### config.mk
export PLATFORM = sky130hd
export DESIGN_NAME = tepba_bmap
export DESIGN_NICKNAME = d
export VERILOG_FILES = /design/src/sv/tepba_pkg.sv /design/src/sv/tepba_bmap.sv
export SDC_FILE = /design/constraint.sdc
export NUM_CORES = 2
export LEC_CHECK = 0
export BUFFER_PORTS_ARGS = -buffer_cell sky130_fd_sc_hd__clkbuf_2
export CORE_ASPECT_RATIO = 2
export CORE_MARGIN = 10
export CORE_UTILIZATION = 49
export DETAILED_ROUTE_END_ITERATION = 7
export PLACE_DENSITY = 0.72
export SYNTH_ARGS = -nofsm -noshare
export SYNTH_HDL_FRONTEND = slang
export SYNTH_SLANG_ARGS = --single-unit
export TNS_END_PERCENT = 5
### constraint.sdc
create_clock -name clk -period 1.62 [get_ports clk]
set_input_delay 0.162 -clock clk [delete_from_list [all_inputs] [get_ports clk]]
set_output_delay 0.162 -clock clk [all_outputs]
set_load 0.005 [all_outputs]
### src/sv/tepba_pkg.sv
package tepba_pkg;

    localparam int WORD_W  = 64;
    localparam int POS_W   = 6;
    localparam int ADDR_W  = 40;
    localparam int XADDR_W = 42;
    localparam int PADDR_W = 4;
    localparam int PDATA_W = 64;
    localparam int REG_IDX_BIT = 3;

    localparam int OP_W     = 2;
    localparam int COUNT_W  = 5;
    localparam int STATUS_W = 2;
    localparam int INDEX_W  = 12;
    localparam int NUSE_W   = 13;
    localparam int TUSE_W   = 11;

    localparam int DEF_NORMAL_PAGES    = 4096;
    localparam int DEF_TABLE_PAGES     = 1024;
    localparam int DEF_PAGE_BITS       = 12;
    localparam int DEF_TABLE_PAGE_BITS = 12;
    localparam int DEF_MAX_BATCH       = 16;

    localparam logic [ADDR_W-1:0] BASE_RESET = 40'd0;
    localparam logic [ADDR_W-1:0] TOP_RESET  = 40'd16777216;

    typedef enum logic [OP_W-1:0] {
        OP_ALLOC_NORMAL = 2'd0,
        OP_FREE_NORMAL  = 2'd1,
        OP_ALLOC_TABLE  = 2'd2,
        OP_FREE_TABLE   = 2'd3
    } op_t;

    typedef enum logic [STATUS_W-1:0] {
        ST_OK       = 2'd0,
        ST_NO_SPACE = 2'd1,
        ST_BAD_ADDR = 2'd2
    } status_t;

    typedef enum logic {
        REG_REGION_BASE = 1'b0,
        REG_REGION_TOP  = 1'b1
    } reg_idx_t;

endpackage

### src/sv/tepba_bmap.sv
module tepba_bmap #(
    parameter int DEPTH = 64,
    parameter int AW    = 6
) (
    input  logic                         clk,
    input  logic                         rst_n,
    input  logic                         rd_en,
    input  logic [AW-1:0]                rd_addr,
    output logic [tepba_pkg::WORD_W-1:0] rd_data,
    input  logic                         wr_en,
    input  logic [AW-1:0]                wr_addr,
    input  logic [tepba_pkg::WORD_W-1:0] wr_data
);

    logic [tepba_pkg::WORD_W-1:0] mem [DEPTH];
    logic [DEPTH-1:0]             vld_reg;
    logic [tepba_pkg::WORD_W-1:0] rdata_reg;
    logic                         rvld_reg;

    // entries never written read as all free
    always_ff @(posedge clk or negedge rst_n)
    begin
        if (!rst_n)
        begin
            vld_reg  <= '0;
            rvld_reg <= 1'b0;
        end
        else
        begin
            if (wr_en)
            begin
                vld_reg[wr_addr] <= 1'b1;
            end
            if (rd_en)
            begin
                rvld_reg <= vld_reg[rd_addr];
            end
        end
    end

    always_ff @(posedge clk)
    begin
        if (wr_en)
        begin
            mem[wr_addr] <= wr_data;
        end
        if (rd_en)
        begin
            rdata_reg <= mem[rd_addr];
        end
    end

    assign rd_data = rvld_reg ? rdata_reg : '0;

endmodule

==> impl_metrics.yaml <==
sta:
  rsz0062_at_grt: "true"
  post-route-period-util_pct: 141
  finalHoldViolations: 0
  fmax_ghz: 0.437
  drv_slew: 0
  setup_viol: 139
  relSlewSlack_pct: 41.4
  finalCriticalPeriod_ps: 2290
  tightest_slew_ps: 879
  timing.setup.tns_ps: -61280
  setup_ws_ps: -670
  skew_ps: 69.9
grt:
  grt_pass1_wl_mm: 663
  antenna_found_initial: 29
  grt_usage_pct: 27.2
  grt_pass1_vias: 82200
  grt_max_degree: 66
  overflow: 0
pwr:
  clockPowerShare_pct: 38.7
  power.leakage_nw: 61.8
  pwr-share-comb_pct: 6.1
  irDropWorstVdd_mv: 0.924
  seqPwrFrac_pct: 55.2
  p_per_area_nw_per_um2: 1140
  p_switching_mw: 46.6
  p_sw_share_pct: 21.1
  p_int_mw: 174
floorplanning:
  ios: 144
  die_h_um: 828
  core_um2: 325000
  dieArea_um2: 351000
  num_rows: 296
  start_util_pct: 49.2
  die_w_um: 424
run:
  maxCapViolCount: 0
logic_synthesis:
  synth_top_area_share_pct: 78.2
  synth_largest_area_cell: "edfxtp_1"
  synth_fp_nets: 6390
  yosysSeqAreaShare_pct: 79.2
  async_flop_share_pct: 1.54
  synth_flop_cell: "edfxtp_1"
  syn_area_per_cell_um2: 25.3
  ys_ff_latch: 4225
  synth_area_leaders: "edfxtp_1 78%, mux4_2 18%, dfrtp_1 1.0%, a22oi_1 0.62%, clkbuf_1 0.43%"
  syn_inst: 6310
  synth-edff-count: 4160
  ys_types: 29
  synth_area_um2: 160000
  yosys_warnings: 0
min_path:
  hold_class: "primary input to register"
routing:
  wl_mm: 479
  route.vias.total: 79800
  drt_iter0_drc: 11500
  via_per_inst: 6.52
  antenna_left: 0
  wl_per_cell_um: 39.1
  dr.pass1.iters: 6
  drc: 0
cts:
  clk_pin_slew_ps: 70
  clockBufferDepth: 4
  cts_tree: "done"
  root_buffer: "clkbuf_16"
  cts_made_buffers: 331
  insertion_delay_ps: 950
  htree_levels: 5
  clock-sinks: 4225
final_layout:
  largest_reg_flops: 4096
  area_growth_pct: 20.8
  fin_nets: 7722
  register_area_um2: 127000
  multi_input_area_um2: 33000
  finalNonFillerCells: 12300
  drive_above_1_share_pct: 42.3
  fill_cells: 21400
worst_setup_path:
  path_max_fanout: 1
  critical_path_required_ps: 1460
  crit_family: "flip-flops"
  critPathMaxStageDelay_ps: 840
  path_cells: "and2_1 -> clkbuf_2"
  timing.critical_path.buf_inv: 1
  cpMaxStageDelayCell: "edfxtp_1"
  critical_path_class: "register to primary output"
  endpoint_kind: "primary output"
  cp-start-kind: "register"
  critPathArrivalTime_ps: 2130
run_status:
  status: "finished, violations left"
  violations: "negative setup slack"
place:
  place_inst: 11600
  globalplace.congestion: 0.877
  post-dp-hpwl_mm: 307
  port_buffers: 143
cell type report:
type / count / area share (%)
Tap cell: 4321 / 2.80
Inverter: 3 / 0.00583
Antenna cell: 17 / 0.0220
Clock buffer: 386 / 4.52
Timing Repair Buffer: 1333 / 8.71
Multi-Input combinational cell: 1748 / 17.1
Sequential cell: 4225 / 65.6
Clock inverter: 218 / 1.30
cell families (layout without fill, tap and decap cells):
kind of cell	count (synthesis)	count (layout)	share of synthesized area, %
flops	4225	4225	79.2
buf+inv	337	1940	0.900
simple gates	300	300	0.948
mux	1309	1309	18.3
other cells	0	17	0
compound gates	139	139	0.653
path summary, 6_finish.rpt:
kind	from	endpoint	slack, ps	cells past startpoint
setup reg to reg	mem[53][60]	rdata_reg[60]	-560	4
hold reg to reg	vld_reg[31]	vld_reg[31]	470	1
max in group asynchronous	rst_n	rvld_reg	850	4
min in group asynchronous	rst_n	vld_reg[19]	440	4
setup / recovery	rdata_reg[10]	rd_data[10]	-670	2
hold / removal	rd_addr[4]	rdata_reg[63]	80	5
layout by cell type, fill, tap and decap left out, types with 54 or more instances in the layout:
| master | instances |
|---|---|
| clkbuf_2 | 126 |
| or2_2 | 64 |
| a22oi_2 | 95 |
| nor2_4 | 63 |
| buf_12 | 543 |
| mux4_2 | 1289 |
| dfrtp_1 | 64 |
| nand2_1 | 59 |
| clkbuf_16 | 345 |
| dlygate4sd3_1 | 71 |
| buf_4 | 566 |
| edfxtp_1 | 4160 |
| clkinv_2 | 54 |
cells in the mapped netlist, types with 2 or more instances:
cell type  number
nor2b_1         7
or2_2          65
dfrtp_1        65
nand2b_1        3
nor3_1          2
clkbuf_1      182
buf_6           4
nand2_1        74
edfxtp_1     4160
a22oi_1       132
mux4_2       1289
nand3_1        10
inv_1           3
nor2_1         68
buf_1          36
mux2i_1        20
a31oi_1         2
a311oi_1        2
and2_1         65
nand3b_1        2
buf_2         111
power by group through the flow:
stage	Sequential (mW)	Clock, mW	Combinational, mW
final	122	85.6	13.5
after detailed placement	124	0	12.7
after global placement	124	0	12.4
after CTS	122	86.1	13.3
after global routing	122	89.9	14.0
after floorplan	124	0	6.37
layer usage:
| layer | GRT usage (%) | share of wire [%] | wire length (um) | vias to the layer above |
|---|---|---|---|---|
| li1 | - | - | - | 30100 |
| met1 | 32.1 | 32 | 151000 | 42700 |
| met2 | 46.1 | 51 | 244000 | 5678 |
| met3 | 5.70 | 10 | 48000 | 1344 |
| met4 | 16.1 | 7.4 | 35300 | 28 |
| met5 | 0 | 0.038 | 184 | - |
through the flow:
step | setup WS [ps] | cell area (um2) | hold slack (ps) | utilization [%] | power, mW
floorplan | -1190 | 160000 | -134 | - | 130
global placement | -1510 | 180000 | 217 | 55.5 | 137
detailed placement | -1490 | 180000 | 217 | 55.5 | 137
CTS | -707 | 193000 | 31.0 | 59.3 | 221
global route | -682 | 193000 | 90.2 | 59.4 | 226
finish | -670 | 193000 | 77.8 | 59.4 | 221
repair_timing:
action / CTS / global route
setup endpoints to repair: 128 / 184
resized for setup: 141 / 51
setup buffers: 4 / 0
pin swaps: 80 / 15
cloned: 0 / 3
endpoints found under the hold margin: 4238 / 0
hold buffers: 71 / 0
tightest hold or removal path: stages:
cell     delay (ps)
buf_8           190
buf_4           190
mux4_2          220
a22oi_1          70
nand2_1          70
Power figures use the tool's default switching activity.
